[src/design/vhdl_token_boundary_lexer_top_assert.svh]
// assertion macros for the vhdl token boundary lexer
`ifndef VHDL_TOKEN_BOUNDARY_LEXER_TOP_ASSERT_SVH
`define VHDL_TOKEN_BOUNDARY_LEXER_TOP_ASSERT_SVH

// antecedent holds in the same cycle as the consequent
`define VTBL_ASSERT_SAME(lbl, clk, rst, ante, cons) \
   lbl: assert property (@(posedge clk) disable iff (rst) (ante) |-> (cons)) \
      else $error("lexer check failed");

// consequent holds in the cycle after the antecedent
`define VTBL_ASSERT_NEXT(lbl, clk, rst, ante, cons) \
   lbl: assert property (@(posedge clk) disable iff (rst) (ante) |=> (cons)) \
      else $error("lexer check failed");

`endif

[src/design/vtbl_pkg.sv]
`timescale 1ns / 1ps
// ----------------------------------------------------------------------------
// vtbl_pkg
// token kind codes, lexer modes and byte classes for the vhdl lexer
// ----------------------------------------------------------------------------
package vtbl_pkg;

   // token kinds
   localparam logic [4:0] K_WS      = 5'd0;
   localparam logic [4:0] K_COMMENT = 5'd1;
   localparam logic [4:0] K_AMP     = 5'd2;
   localparam logic [4:0] K_LPAREN  = 5'd3;
   localparam logic [4:0] K_RPAREN  = 5'd4;
   localparam logic [4:0] K_PLUS    = 5'd5;
   localparam logic [4:0] K_COMMA   = 5'd6;
   localparam logic [4:0] K_MINUS   = 5'd7;
   localparam logic [4:0] K_DOT     = 5'd8;
   localparam logic [4:0] K_SEMI    = 5'd9;
   localparam logic [4:0] K_BAR     = 5'd10;
   localparam logic [4:0] K_LBRACK  = 5'd11;
   localparam logic [4:0] K_RBRACK  = 5'd12;
   localparam logic [4:0] K_DSTAR   = 5'd13;
   localparam logic [4:0] K_STAR    = 5'd14;
   localparam logic [4:0] K_NE      = 5'd15;
   localparam logic [4:0] K_SLASH   = 5'd16;
   localparam logic [4:0] K_ASSIGN  = 5'd17;
   localparam logic [4:0] K_COLON   = 5'd18;
   localparam logic [4:0] K_LE      = 5'd19;
   localparam logic [4:0] K_BOX     = 5'd20;
   localparam logic [4:0] K_LT      = 5'd21;
   localparam logic [4:0] K_ARROW   = 5'd22;
   localparam logic [4:0] K_EQ      = 5'd23;
   localparam logic [4:0] K_GE      = 5'd24;
   localparam logic [4:0] K_GT      = 5'd25;
   localparam logic [4:0] K_EXTID   = 5'd26;
   localparam logic [4:0] K_ABSLIT  = 5'd27;
   localparam logic [4:0] K_CHARLIT = 5'd28;
   localparam logic [4:0] K_STRLIT  = 5'd29;
   localparam logic [4:0] K_BITLIT  = 5'd30;
   localparam logic [4:0] K_IDENT   = 5'd31;

   // configuration register indexes
   localparam logic [1:0] REG_SKIP_WS  = 2'd0;
   localparam logic [1:0] REG_SKIP_CMT = 2'd1;
   localparam logic [1:0] REG_BASE     = 2'd2;

   // byte codes
   localparam logic [7:0] CH_SPACE = 8'h20;
   localparam logic [7:0] CH_C2    = 8'hc2;
   localparam logic [7:0] CH_A0    = 8'ha0;
   localparam logic [7:0] CH_LF    = 8'h0a;
   localparam logic [7:0] CH_DQUOTE = 8'h22;
   localparam logic [7:0] CH_HASH  = 8'h23;
   localparam logic [7:0] CH_PCT   = 8'h25;
   localparam logic [7:0] CH_AMP   = 8'h26;
   localparam logic [7:0] CH_APOS  = 8'h27;
   localparam logic [7:0] CH_LPAR  = 8'h28;
   localparam logic [7:0] CH_RPAR  = 8'h29;
   localparam logic [7:0] CH_STAR  = 8'h2a;
   localparam logic [7:0] CH_PLUS  = 8'h2b;
   localparam logic [7:0] CH_COMMA = 8'h2c;
   localparam logic [7:0] CH_DASH  = 8'h2d;
   localparam logic [7:0] CH_DOT   = 8'h2e;
   localparam logic [7:0] CH_SLASH = 8'h2f;
   localparam logic [7:0] CH_COLON = 8'h3a;
   localparam logic [7:0] CH_SEMI  = 8'h3b;
   localparam logic [7:0] CH_LT    = 8'h3c;
   localparam logic [7:0] CH_EQ    = 8'h3d;
   localparam logic [7:0] CH_GT    = 8'h3e;
   localparam logic [7:0] CH_EXCL  = 8'h21;
   localparam logic [7:0] CH_LBRK  = 8'h5b;
   localparam logic [7:0] CH_BSL   = 8'h5c;
   localparam logic [7:0] CH_RBRK  = 8'h5d;
   localparam logic [7:0] CH_UNDER = 8'h5f;
   localparam logic [7:0] CH_BAR   = 8'h7c;

   // lexer modes
   typedef enum logic [21:0] {
      M_IDLE      = 22'h000001,
      M_WS        = 22'h000002,
      M_WS_C2     = 22'h000004,
      M_START_C2  = 22'h000008,
      M_DASH      = 22'h000010,
      M_COMMENT   = 22'h000020,
      M_COMPOUND  = 22'h000040,
      M_EXT       = 22'h000080,
      M_EXT_BS    = 22'h000100,
      M_NUM       = 22'h000200,
      M_NUM_EXP   = 22'h000400,
      M_CHAR_OPEN = 22'h000800,
      M_CHAR_TAIL = 22'h001000,
      M_STR       = 22'h002000,
      M_STR_END   = 22'h004000,
      M_STR_ESC   = 22'h008000,
      M_BIT       = 22'h010000,
      M_BIT_END   = 22'h020000,
      M_BIT_ESC   = 22'h040000,
      M_BASE      = 22'h080000,
      M_IDENT     = 22'h100000,
      M_IDENT_C2  = 22'h200000
   } lex_mode_type;

   // kind lookup result
   typedef struct packed {
      logic       hit;
      logic [4:0] kind;
   } kind_hit_type;

   function automatic logic is_digit(logic [7:0] b);
      return (b >= 8'h30) && (b <= 8'h39);
   endfunction

   function automatic logic is_letter(logic [7:0] b);
      return ((b >= 8'h41) && (b <= 8'h5a)) || ((b >= 8'h61) && (b <= 8'h7a));
   endfunction

   function automatic logic ident_byte(logic [7:0] b);
      return is_digit(b) || is_letter(b) || (b == CH_UNDER) || b[7];
   endfunction

   function automatic logic num_byte(logic [7:0] b);
      return is_digit(b) || is_letter(b) || (b == CH_UNDER) || (b == CH_HASH)
         || (b == CH_COLON) || (b == CH_DOT);
   endfunction

   function automatic logic is_compound_lead(logic [7:0] b);
      return (b == CH_STAR) || (b == CH_SLASH) || (b == CH_COLON) || (b == CH_LT)
         || (b == CH_EQ) || (b == CH_GT);
   endfunction

   // single delimiter kind
   function automatic kind_hit_type single_kind(logic [7:0] b);
      kind_hit_type r;
      r.hit = 1'b1;
      case (b)
         CH_AMP:   r.kind = K_AMP;
         CH_LPAR:  r.kind = K_LPAREN;
         CH_RPAR:  r.kind = K_RPAREN;
         CH_PLUS:  r.kind = K_PLUS;
         CH_COMMA: r.kind = K_COMMA;
         CH_DOT:   r.kind = K_DOT;
         CH_SEMI:  r.kind = K_SEMI;
         CH_BAR, CH_EXCL: r.kind = K_BAR;
         CH_LBRK:  r.kind = K_LBRACK;
         CH_RBRK:  r.kind = K_RBRACK;
         CH_STAR:  r.kind = K_STAR;
         CH_SLASH: r.kind = K_SLASH;
         CH_COLON: r.kind = K_COLON;
         CH_LT:    r.kind = K_LT;
         CH_EQ:    r.kind = K_EQ;
         CH_GT:    r.kind = K_GT;
         default: begin
            r.hit  = 1'b0;
            r.kind = K_WS;
         end
      endcase
      return r;
   endfunction

   // compound delimiter kind
   function automatic kind_hit_type pair_kind(logic [7:0] a, logic [7:0] b);
      kind_hit_type r;
      r.hit  = 1'b1;
      r.kind = K_WS;
      if (a == CH_STAR && b == CH_STAR) r.kind = K_DSTAR;
      else if (a == CH_SLASH && b == CH_EQ) r.kind = K_NE;
      else if (a == CH_COLON && b == CH_EQ) r.kind = K_ASSIGN;
      else if (a == CH_LT && b == CH_EQ) r.kind = K_LE;
      else if (a == CH_LT && b == CH_GT) r.kind = K_BOX;
      else if (a == CH_EQ && b == CH_GT) r.kind = K_ARROW;
      else if (a == CH_GT && b == CH_EQ) r.kind = K_GE;
      else r.hit = 1'b0;
      return r;
   endfunction

endpackage

[src/design/vhdl_token_boundary_lexer_top.sv]
`timescale 1ns / 1ps
// ----------------------------------------------------------------------------
// vhdl_token_boundary_lexer_top
// groups a byte stream into vhdl tokens with kind, start and length
// ----------------------------------------------------------------------------
// Source bytes enter on the req_ stream, one byte per transfer; a zero byte
// ends the source, flushes any open token and restarts offsets at zero.
// Tokens leave on the rsp_ stream: tdata carries kind, start and length,
// tlast marks the final token caused by one source byte. Register writes
// arrive on the csr_ channel (always ready); the user must make them only
// while idle (not enforced). Each accepted byte is lexed combinationally
// by the state transition logic and its tokens (zero to three) are loaded
// into a three-entry result buffer; the first token is visible the cycle
// after the byte transfer. A byte is taken when the buffer is empty or its
// last entry leaves in that cycle, so bytes causing at most one token
// stream at one per cycle unless the receiver stalls, which holds the buffer
// and drops req_tready; a byte causing several tokens holds off the next
// byte while they drain. Reset clears the registers, lexer state and buffer.
// ----------------------------------------------------------------------------
module vhdl_token_boundary_lexer_top
   import vtbl_pkg::*;
#(
   parameter int LENGTH_BITS = 16,
   parameter int OFFSET_BITS = 32
) (
   input  logic                   clock,
   input  logic                   reset,
   // source byte stream
   input  logic                   req_tvalid,
   output logic                   req_tready,
   input  logic [7:0]             req_tdata,   // src_byte
   // token stream
   output logic                   rsp_tvalid,
   input  logic                   rsp_tready,
   // token_kind, token_start, token_length
   output logic [((5 + OFFSET_BITS + LENGTH_BITS + 7) / 8) * 8 - 1:0] rsp_tdata,
   output logic                   rsp_tlast,   // last_result
   // register writes
   input  logic                   csr_valid,
   output logic                   csr_ready,
   input  logic [1:0]             csr_index,
   input  logic [31:0]            csr_data
);

   localparam int FIELD_BITS = 5 + OFFSET_BITS + LENGTH_BITS;
   localparam int DATA_BITS  = ((FIELD_BITS + 7) / 8) * 8;
   localparam logic [LENGTH_BITS-1:0] LMAX = {LENGTH_BITS{1'b1}};
   localparam logic [LENGTH_BITS-1:0] LEN1 = LENGTH_BITS'(1);
   localparam logic [LENGTH_BITS-1:0] LEN2 = LENGTH_BITS'(2);

   typedef struct packed {
      lex_mode_type           mode;
      logic [7:0]             held;
      logic [7:0]             prior;
      logic                   qpct;
      logic [OFFSET_BITS-1:0] origin;
      logic [LENGTH_BITS-1:0] run;
   } lex_state_type;

   typedef struct packed {
      logic [4:0]             kind;
      logic [OFFSET_BITS-1:0] origin;
      logic [LENGTH_BITS-1:0] len;
   } token_type;

   typedef struct packed {
      lex_state_type st;
      logic          redo;
      logic          ev;
      token_type     tok;
   } step_type;

   typedef struct packed {
      logic [4:0]             kind;
      logic [OFFSET_BITS-1:0] start;
      logic [LENGTH_BITS-1:0] len;
      logic                   last;
   } result_type;

   localparam lex_state_type CLEAR_STATE = '{M_IDLE, 8'h00, 8'h00, 1'b0, '0, '0};

   function automatic logic [LENGTH_BITS-1:0] grow(logic [LENGTH_BITS-1:0] r);
      return (r == LMAX) ? r : r + LEN1;
   endfunction

   // one pass of the state transition for one byte
   function automatic step_type lex_step(lex_state_type s, logic [7:0] b,
                                         logic [OFFSET_BITS-1:0] pos);
      step_type     o;
      logic [7:0]   endc;
      logic         bits;
      kind_hit_type pk;
      kind_hit_type sk;
      kind_hit_type hk;
      o      = '0;
      o.st   = s;
      endc   = s.qpct ? CH_PCT : CH_DQUOTE;
      bits   = (s.mode == M_BIT) || (s.mode == M_BIT_END) || (s.mode == M_BIT_ESC);
      pk     = pair_kind(s.held, b);
      sk     = single_kind(b);
      hk     = single_kind(s.held);
      unique case (s.mode)
         M_WS: begin
            if (b <= CH_SPACE) o.st.run = grow(s.run);
            else if (b == CH_C2) begin
               o.st.mode = M_WS_C2;
               o.st.held = b;
            end else begin
               o.ev = 1'b1; o.tok = '{K_WS, s.origin, s.run};
               o.st.mode = M_IDLE; o.redo = 1'b1;
            end
         end
         M_WS_C2: begin
            if (b == CH_A0) begin
               o.st.run  = grow(grow(s.run));
               o.st.mode = M_WS;
            end else begin
               o.ev = 1'b1; o.tok = '{K_WS, s.origin, s.run};
               o.st.origin = pos - OFFSET_BITS'(1);
               o.st.run = LEN1; o.st.mode = M_IDENT; o.redo = 1'b1;
            end
         end
         M_START_C2: begin
            if (b == CH_A0) begin
               o.st.run = LEN2; o.st.mode = M_WS;
            end else begin
               o.st.run = LEN1; o.st.mode = M_IDENT; o.redo = 1'b1;
            end
         end
         M_DASH: begin
            if (b == CH_DASH) begin
               o.st.run = grow(s.run); o.st.mode = M_COMMENT;
            end else begin
               o.ev = 1'b1; o.tok = '{K_MINUS, s.origin, LEN1};
               o.st.mode = M_IDLE; o.redo = 1'b1;
            end
         end
         M_COMMENT: begin
            if (b == CH_LF) begin
               o.ev = 1'b1; o.tok = '{K_COMMENT, s.origin, s.run};
               o.st.mode = M_IDLE; o.redo = 1'b1;
            end else o.st.run = grow(s.run);
         end
         M_COMPOUND: begin
            o.ev = 1'b1;
            o.st.mode = M_IDLE;
            if (pk.hit) o.tok = '{pk.kind, s.origin, LEN2};
            else begin
               o.tok  = '{hk.kind, s.origin, LEN1};
               o.redo = 1'b1;
            end
         end
         M_EXT: begin
            o.st.run = grow(s.run);
            if (b == CH_BSL) o.st.mode = M_EXT_BS;
         end
         M_EXT_BS: begin
            if (b == CH_BSL) begin
               o.st.run = grow(s.run); o.st.mode = M_EXT;
            end else begin
               o.ev = 1'b1; o.tok = '{K_EXTID, s.origin, s.run};
               o.st.mode = M_IDLE; o.redo = 1'b1;
            end
         end
         M_NUM: begin
            if (num_byte(b)) begin
               o.st.run = grow(s.run); o.st.prior = b;
            end else if ((s.prior == 8'h65 || s.prior == 8'h45)
                         && (b == CH_PLUS || b == CH_DASH)) begin
               o.st.run = grow(s.run); o.st.mode = M_NUM_EXP;
            end else begin
               o.ev = 1'b1; o.tok = '{K_ABSLIT, s.origin, s.run};
               o.st.mode = M_IDLE; o.redo = 1'b1;
            end
         end
         M_NUM_EXP: begin
            if (is_digit(b)) o.st.run = grow(s.run);
            else begin
               o.ev = 1'b1; o.tok = '{K_ABSLIT, s.origin, s.run};
               o.st.mode = M_IDLE; o.redo = 1'b1;
            end
         end
         M_CHAR_OPEN: begin
            o.st.run = grow(s.run); o.st.mode = M_CHAR_TAIL;
         end
         M_CHAR_TAIL: begin
            o.st.run = grow(s.run);
            if (!b[7]) begin
               o.ev = 1'b1; o.tok = '{K_CHARLIT, s.origin, grow(s.run)};
               o.st.mode = M_IDLE;
            end
         end
         M_STR, M_BIT: begin
            o.st.run = grow(s.run);
            if (b == endc) o.st.mode = bits ? M_BIT_END : M_STR_END;
            else if (b == CH_BSL) o.st.mode = bits ? M_BIT_ESC : M_STR_ESC;
         end
         M_STR_END, M_BIT_END: begin
            if (b == endc) begin
               o.st.run = grow(s.run); o.st.mode = bits ? M_BIT : M_STR;
            end else begin
               o.ev = 1'b1; o.tok = '{bits ? K_BITLIT : K_STRLIT, s.origin, s.run};
               o.st.mode = M_IDLE; o.redo = 1'b1;
            end
         end
         M_STR_ESC, M_BIT_ESC: begin
            o.st.run = grow(s.run); o.st.mode = bits ? M_BIT : M_STR;
         end
         M_BASE: begin
            if (b == CH_DQUOTE || b == CH_PCT) begin
               o.st.run = grow(s.run); o.st.qpct = (b == CH_PCT); o.st.mode = M_BIT;
            end else begin
               o.st.mode = M_IDENT; o.redo = 1'b1;
            end
         end
         M_IDENT: begin
            if (b == CH_C2) begin
               o.st.mode = M_IDENT_C2; o.st.held = b;
            end else if (ident_byte(b)) o.st.run = grow(s.run);
            else begin
               o.ev = 1'b1; o.tok = '{K_IDENT, s.origin, s.run};
               o.st.mode = M_IDLE; o.redo = 1'b1;
            end
         end
         M_IDENT_C2: begin
            if (b == CH_A0) begin
               o.ev = 1'b1; o.tok = '{K_IDENT, s.origin, s.run};
               o.st.origin = pos - OFFSET_BITS'(1);
               o.st.run = LEN2; o.st.mode = M_WS;
            end else begin
               o.st.run = grow(s.run); o.st.mode = M_IDENT; o.redo = 1'b1;
            end
         end
         default: begin
            // idle: start a new token
            o.st.mode   = M_IDLE;
            o.st.origin = pos;
            o.st.run    = LEN1;
            if (b >= 8'h01 && b <= CH_SPACE) o.st.mode = M_WS;
            else if (b == CH_C2) begin
               o.st.mode = M_START_C2; o.st.run = '0; o.st.held = b;
            end else if (b == CH_DASH) o.st.mode = M_DASH;
            else if (is_compound_lead(b)) begin
               o.st.mode = M_COMPOUND; o.st.held = b;
            end else if (sk.hit) begin
               o.st.origin = s.origin; o.st.run = s.run;
               o.ev = 1'b1; o.tok = '{sk.kind, pos, LEN1};
            end else if (b == CH_BSL) o.st.mode = M_EXT;
            else if (is_digit(b)) begin
               o.st.mode = M_NUM; o.st.prior = b;
            end else if (b == CH_APOS) o.st.mode = M_CHAR_OPEN;
            else if (b == CH_DQUOTE || b == CH_PCT) begin
               o.st.mode = M_STR; o.st.qpct = (b == CH_PCT);
            end else if (b == 8'h62 || b == 8'h42 || b == 8'h6f || b == 8'h4f
                         || b == 8'h78 || b == 8'h58) o.st.mode = M_BASE;
            else if (is_letter(b) || b[7]) o.st.mode = M_IDENT;
            else begin
               o.st.origin = s.origin; o.st.run = s.run;
            end
         end
      endcase
      return o;
   endfunction

   // registers
   logic                   skip_ws_ff, skip_ws_in;
   logic                   skip_cmt_ff, skip_cmt_in;
   logic [31:0]            base_ff, base_in;
   lex_state_type          state_ff, state_in;
   logic [OFFSET_BITS-1:0] pos_ff, pos_in;
   result_type             slot_ff [3];
   result_type             slot_in [3];
   logic [1:0]             cnt_ff, cnt_in;

   // combinational working signals
   lex_state_type          walk;
   step_type               stp;
   logic                   active;
   logic [3:0]             cand_v;
   token_type              cand [4];
   result_type             fresh [3];
   logic [1:0]             fresh_n;
   logic                   keep;
   logic                   req_xfer;
   logic                   rsp_xfer;
   logic [OFFSET_BITS-1:0] prev_pos;
   kind_hit_type           held_kind;

   assign csr_ready  = 1'b1;
   assign rsp_tvalid = (cnt_ff != 2'd0);
   assign rsp_xfer   = rsp_tvalid && rsp_tready;
   assign req_tready = (cnt_ff == 2'd0) || ((cnt_ff == 2'd1) && rsp_tready);
   assign req_xfer   = req_tvalid && req_tready;
   assign rsp_tdata  = DATA_BITS'({slot_ff[0].len, slot_ff[0].start, slot_ff[0].kind});
   assign rsp_tlast  = slot_ff[0].last;
   assign prev_pos   = pos_ff - OFFSET_BITS'(1);
   assign held_kind  = single_kind(state_ff.held);

   // register writes
   always_comb begin
      skip_ws_in  = skip_ws_ff;
      skip_cmt_in = skip_cmt_ff;
      base_in     = base_ff;
      if (csr_valid) begin
         unique case (csr_index)
            REG_SKIP_WS:  skip_ws_in  = csr_data[0];
            REG_SKIP_CMT: skip_cmt_in = csr_data[0];
            REG_BASE:     base_in     = csr_data;
            default:      ;
         endcase
      end
   end

   // lex one byte: up to four passes, or a flush on the end byte
   always_comb begin
      walk   = state_ff;
      active = 1'b1;
      cand_v = '0;
      stp    = '0;
      for (int i = 0; i < 4; i++) begin
         cand[i] = '0;
      end
      if (req_tdata == 8'h00) begin
         case (state_ff.mode)
            M_WS: begin
               cand_v[0] = 1'b1; cand[0] = '{K_WS, state_ff.origin, state_ff.run};
            end
            M_WS_C2: begin
               cand_v[1:0] = 2'b11;
               cand[0] = '{K_WS, state_ff.origin, state_ff.run};
               cand[1] = '{K_IDENT, prev_pos, LEN1};
            end
            M_START_C2: begin
               cand_v[0] = 1'b1; cand[0] = '{K_IDENT, state_ff.origin, LEN1};
            end
            M_DASH: begin
               cand_v[0] = 1'b1; cand[0] = '{K_MINUS, state_ff.origin, LEN1};
            end
            M_COMMENT: begin
               cand_v[0] = 1'b1; cand[0] = '{K_COMMENT, state_ff.origin, state_ff.run};
            end
            M_COMPOUND: begin
               cand_v[0] = 1'b1;
               cand[0] = '{held_kind.kind, state_ff.origin, LEN1};
            end
            M_EXT, M_EXT_BS: begin
               cand_v[0] = 1'b1; cand[0] = '{K_EXTID, state_ff.origin, state_ff.run};
            end
            M_NUM, M_NUM_EXP: begin
               cand_v[0] = 1'b1; cand[0] = '{K_ABSLIT, state_ff.origin, state_ff.run};
            end
            M_CHAR_OPEN, M_CHAR_TAIL: begin
               cand_v[0] = 1'b1; cand[0] = '{K_CHARLIT, state_ff.origin, state_ff.run};
            end
            M_STR, M_STR_END, M_STR_ESC: begin
               cand_v[0] = 1'b1; cand[0] = '{K_STRLIT, state_ff.origin, state_ff.run};
            end
            M_BIT, M_BIT_END, M_BIT_ESC: begin
               cand_v[0] = 1'b1; cand[0] = '{K_BITLIT, state_ff.origin, state_ff.run};
            end
            M_BASE, M_IDENT: begin
               cand_v[0] = 1'b1; cand[0] = '{K_IDENT, state_ff.origin, state_ff.run};
            end
            M_IDENT_C2: begin
               cand_v[0] = 1'b1;
               cand[0] = '{K_IDENT, state_ff.origin, grow(state_ff.run)};
            end
            default: ;
         endcase
         walk = CLEAR_STATE;
      end else begin
         for (int i = 0; i < 4; i++) begin
            if (active) begin
               stp       = lex_step(walk, req_tdata, pos_ff);
               walk      = stp.st;
               cand_v[i] = stp.ev;
               cand[i]   = stp.tok;
               active    = stp.redo;
            end
         end
      end
   end

   // drop skipped kinds and pack the tokens into result order
   always_comb begin
      fresh_n = 2'd0;
      keep    = 1'b0;
      for (int i = 0; i < 3; i++) begin
         fresh[i] = '0;
      end
      for (int i = 0; i < 4; i++) begin
         keep = cand_v[i] && !(cand[i].kind == K_WS && skip_ws_ff)
                && !(cand[i].kind == K_COMMENT && skip_cmt_ff);
         if (keep && fresh_n != 2'd3) begin
            fresh[fresh_n].kind  = cand[i].kind;
            fresh[fresh_n].start = OFFSET_BITS'(base_ff) + cand[i].origin;
            fresh[fresh_n].len   = cand[i].len;
            fresh_n = fresh_n + 2'd1;
         end
      end
      if (fresh_n != 2'd0) fresh[fresh_n - 2'd1].last = 1'b1;
   end

   // lexer state and result buffer next values
   always_comb begin
      state_in = state_ff;
      pos_in   = pos_ff;
      cnt_in   = cnt_ff;
      slot_in  = slot_ff;
      if (req_xfer) begin
         state_in = walk;
         pos_in   = (req_tdata == 8'h00) ? '0 : pos_ff + OFFSET_BITS'(1);
         slot_in  = fresh;
         cnt_in   = fresh_n;
      end else if (rsp_xfer) begin
         slot_in[0] = slot_ff[1];
         slot_in[1] = slot_ff[2];
         cnt_in     = cnt_ff - 2'd1;
      end
   end

   // control registers
   always_ff @(posedge clock) begin
      if (reset) begin
         skip_ws_ff  <= 1'b0;
         skip_cmt_ff <= 1'b0;
         base_ff     <= '0;
         state_ff    <= CLEAR_STATE;
         pos_ff      <= '0;
         cnt_ff      <= 2'd0;
      end else begin
         skip_ws_ff  <= skip_ws_in;
         skip_cmt_ff <= skip_cmt_in;
         base_ff     <= base_in;
         state_ff    <= state_in;
         pos_ff      <= pos_in;
         cnt_ff      <= cnt_in;
      end
   end

   // result payload
   always_ff @(posedge clock) begin
      slot_ff <= slot_in;
   end

`include "vhdl_token_boundary_lexer_top_assert.svh"

   // the end byte leaves the lexer idle at offset zero
   `VTBL_ASSERT_NEXT(a_flush_clears, clock, reset,
      req_xfer && req_tdata == 8'h00, state_ff.mode == M_IDLE && pos_ff == '0)
   // only the final buffered token is marked last
   `VTBL_ASSERT_SAME(a_last_on_final, clock, reset, rsp_tvalid && rsp_tlast, cnt_ff == 2'd1)
   // a byte is never taken while more than one token waits
   `VTBL_ASSERT_SAME(a_no_overrun, clock, reset,
      req_xfer, cnt_ff == 2'd0 || (cnt_ff == 2'd1 && rsp_xfer))

endmodule
[config.mk]
export PLATFORM = sky130hd
export DESIGN_NAME = vhdl_token_boundary_lexer_top
export DESIGN_NICKNAME = d
export VERILOG_FILES = /design/src/design/vtbl_pkg.sv /design/src/design/vhdl_token_boundary_lexer_top.sv
export VERILOG_INCLUDE_DIRS = /design/src /design/src/design
export SDC_FILE = /design/constraint.sdc
export NUM_CORES = 2
export LEC_CHECK = 0
export BUFFER_PORTS_ARGS = -buffer_cell sky130_fd_sc_hd__buf_4
export CORE_ASPECT_RATIO = 1.5
export CORE_UTILIZATION = 30
export CTS_BUF_LIST = sky130_fd_sc_hd__clkbuf_2
export DETAILED_ROUTE_END_ITERATION = 8
export PLACE_DENSITY_LB_ADDON = 0.08
export SYNTH_ARGS = -nofsm -noshare
export SYNTH_HDL_FRONTEND = slang
export SYNTH_SLANG_ARGS = --single-unit
[constraint.sdc]
create_clock -name clock -period 11.3 [get_ports clock]
set_input_delay 1.13 -clock clock [delete_from_list [all_inputs] [get_ports clock]]
set_output_delay 1.13 -clock clock [all_outputs]
set_load 0.1 [all_outputs]
; Word level (Yosys, flattened, before mapping)
; Index checks and enable logic that the tools add are counted.
; W data, S select, Z words.
[op_classes]
addsub = 19
mul = 0
div = 0
n_lt_le_gt_ge = 16
eq_ne = 215
shifts = 0
n_mux = 525
bitwise = 4
n_reduce_logical = 176
[ops]
columns = op, count
row1 = $pmux W54 S13, 4
row2 = $mux W54, 41
row3 = $mux W55, 34
row4 = $mux W57, 31
row5 = $bwmux W162, 10
row6 = $pmux W22 S16, 4
row7 = $mux W22, 57
row8 = $demux W54 S2, 10
row9 = $mux W16, 60
row10 = $pmux W16 S14, 4
row11 = $mux W65, 12
row12 = $mux W48, 16
row13 = $mux W162, 4
row14 = $pmux W53 S12, 1
row15 = $mux W87, 7
row16 = $eq A8 B6 Y1 const B, 75
row17 = $mux W49, 11
row18 = $mux W53, 9
row19 = $pmux W5 S16, 5
row20 = $pmux W32 S3, 4
row21 = $mux W32, 9
row22 = $mux W71, 4
row23 = $eq A8 B7 Y1 const B, 31
row24 = $mux W30, 8
row25 = other kinds (78), 504
[totals]
reg_bits = 317
latchBits = 0
ram_bits = 0
mem_bits_ro = 0
in_bits = 47
out_inout_bits = 60
word_cells = 978
memories = 0

; Depth between registers and ports, before layout
[logic_depth]
depth_word = 98
mapped_depth = 37
mapped_depth_nobuf = 32

; Worst setup path after synthesis
; OpenSTA, ideal clock, no wires.
[synth_timing]
path_type = input port to flip-flop
from = input port req_tdata[0]
to = register slot_ff[102] (netlist name), data pin
setup_time_ns = 0.262
arrival_time_ns = 7.777
setup_slack_ns = 3.261
path_stages = 34
n_path_buf = 4
path_cell_list = buf_2 > clkbuf_1 > or4b_1 > a211o_1 > clkbuf_1 > and2_1 > a222oi_1 > nand4b_1 > a22o_1 > nor3_1 > nand2_1 > nor2_1 > nand4b_1 > nand2_1 > clkbuf_1 > a21oi_1 > nor2_1 > ha_1 > o21a_1 > a211oi_1 > o21ai_0 > a31oi_1 > a21oi_1 > nand4_1 > a31oi_1 > a41oi_1 > nand2_1 > a31oi_1 > nor2b_1 > o21a_1 > o41ai_1 > xnor2_1 > a221oi_1 > nor2_1
[synth_rtl]
columns = element, line
row1 = from (decl), vhdl_token_boundary_lexer_top.sv:31  ; input logic [7:0] req_tdata,
row2 = to (signal assigned), vhdl_token_boundary_lexer_top.sv:443  ; slot_ff <= slot_in;
row3 = to (decl), vhdl_token_boundary_lexer_top.sv:271  ; result_type slot_ff [3];

==> reports/metrics.yaml <==
routedWlPerCell_um: 27.59
final_common_cell: "nor2_1"
core_area_mm2: 0.09565
cp_common_cell: "o21ai_0"
syn-cell-area_mm2: 0.02899
drc: 0
slew_violations: 0
skew_ps: 145.6
period_needed_ps: 10280
synth.yosys.seq_area_share_pct: 27.41
p_leak_nw: 11.87
p_total_w: 0.003614
num_rows: 139
synth_warnings: 0
setup_viol: 0
die_w_um: 255.8
avgSynthCellArea_um2: 7.383
rsz0062_at_grt: "false"
hold_violations: 0
path_class: "flop to flop"
hold_class: "input port to flop"
crit_arrival_ps: 11430
clk_pin_slew_ps: 100
ant_nets: 0
num_vias: 31140
clock_latency_ps: 1440
drive_gt1_share_pct: 10.81
ctsHoldBuffers: 28
dp_hpwl_mm: 110.6
first_pass_iters: 6
synth_cells: 3927
crit_path_end_kind: "flop"
grtUsageTotal_pct: 29.03
grt_max_degree: 100
post_cts_buffers: 0
synth_edf_count: 162
synthFlopType: "edfxtp_1"
ioPinCount: 107
required_ps: 12450
die_h_um: 382.8
fill_cells: 10600
grt_overflow_total: 0
ir_worst_vdd_v: 0.0001101
grt_pass1_vias: 30800
dieArea_mm2: 0.09792
maxCapViolations: 0
drt_wl_total_mm: 145.1
syn_to_final_growth_pct: 9.192
critPathMaxFanout: 14
yosysUniqueCellTypes: 111
r2r_slack_ps: 1020
period_share_pct: 90.96
slowest_stage: "nor4b_1"
cts_made_buffers: 89
async_reset_ff_share_pct: 0
cts_resized: 0
cts_tree: "yes"
grt_pass1_wl_mm: 210.3
drtIter0Drc: 2551
io_buffers: 102
start_kind: "flop"
start_util_pct: 30.31
worstMarginPinSlew_ps: 1307
antenna_found_initial: 2
powerDensity_mw_per_mm2: 114.1
place.gp.congestion: 0.9998
clk_path_buf_depth: 3
status: "completed"
cts_root_buffer: "clkbuf_2"
cts_num_sinks: 316
setup_tns_ps: 0
clock.fmax_mhz: 97.29
max_slew_margin_pct: 12.04
ys_seq_elements: 316
final_nets: 4067
max_stage_delay_ps: 1110
viasPerCell: 5.920
htreeDepth: 3
mostFrequentLayoutCells: "535 x nor2_1, 466 x nand2_1, 336 x a21oi_1"
critical path: cells and delay by family (launching register included):
family	cells	cell delay, ps
AO/OA/AOI/OAI	18	5240
AND/OR/NAND/NOR	11	3430
flip-flops	1	510
adder cells (fa/ha/maj)	1	330
buffers and inverters	1	260
XOR/XNOR	1	260
flip-flops by register name (all words and copies together), names as in the netlist:
signal and count:
base_ff 32, cnt_ff 2, pos_ff 32, rsp_tdata 53, rsp_tlast 1, skip_cmt_ff 1, skip_ws_ff 1, slot_ff 108
state_ff 86
synthesized netlist by cell type, types with 55 or more instances:
cell type	count	area, um^2
nor3_1	113	565.5
a21oi_1	337	1687
clkbuf_1	227	852.1
nand4_1	58	362.9
xor2_1	72	630.6
xnor2_1	82	718.2
nand3_1	130	650.6
a21o_1	56	420.4
nor2_1	541	2031
and3_1	55	344.1
edfxtp_1	162	4865
buf_4	63	473.0
a22oi_1	78	585.6
ha_1	103	1289
nand2_1	467	1753
and2_1	55	344.1
dfxtp_1	154	3083
o21ai_0	212	1061
per-stage QoR:
step	worst slack, ps	instances	utilization (%)	cell area, um^2	hold WS (ps)
after floorplan	3261	3945	-	29060	446.1
final	1021	5259	33.10	31660	90.66
after global routing	283.4	5259	33.10	31660	142.4
after CTS	1206	5256	33.09	31650	5.313
after global placement	1205	5064	31.94	30550	478.2
after detailed placement	1194	5064	31.94	30550	485.1
path summary, 6_finish.rpt:
| check | from | cells after the start | endpoint |
|---|---|---|---|
| setup / recovery | state_ff[75] | 32 | rsp_tdata[32] |
| hold / removal | csr_data[30] | 3 | base_ff[30] |
| setup reg to reg | state_ff[75] | 32 | rsp_tdata[32] |
| hold reg to reg | slot_ff[10] | 1 | slot_ff[64] |
cell type report:
cell class | instances | area, um^2 | share of cell area, %
Tap cell | 1269 | 1588 | 5.015
Clock buffer | 130 | 650.6 | 2.055
Timing Repair Buffer | 222 | 1737 | 5.486
Sequential cell | 316 | 7948 | 25.10
Inverter | 53 | 201.4 | 0.6363
Clock inverter | 34 | 168.9 | 0.5335
Multi-Input combinational cell | 3232 | 19360 | 61.15
Antenna cell | 3 | 7.507 | 0.02371
power breakdown:
group          internal [W]  leakage, nW  switching, W  total, W
logic              0.000266         8.39      0.000976   0.00124
clock network      0.000320        0.620      0.000604  0.000925
registers           0.00139         2.86     0.0000599   0.00145
cell families (layout without fill, tap and decap cells):
family	count (synthesis)	count (layout)	share of synthesized area (%)
other	2	23	0.02590
adder cells (fa/ha/maj)	106	106	4.652
AND/OR/NAND/NOR	1740	1740	29.17
multiplexers	15	15	0.5437
AO/OA/AOI/OAI	1197	1197	27.25
buffers and inverters	397	439	6.296
XOR/XNOR	154	154	4.652
flip-flops	316	316	27.41
layer usage:
metal | share of wire, % | track usage, % | wire, um
met2 | 51 | 53.55 | 74630
met4 | 9.3 | 24.05 | 13470
met5 | 0 | 0 | 0
met3 | 4.5 | 3.825 | 6476
met1 | 35 | 28.95 | 50490
Note: power is estimated with default switching activity, not from simulation.
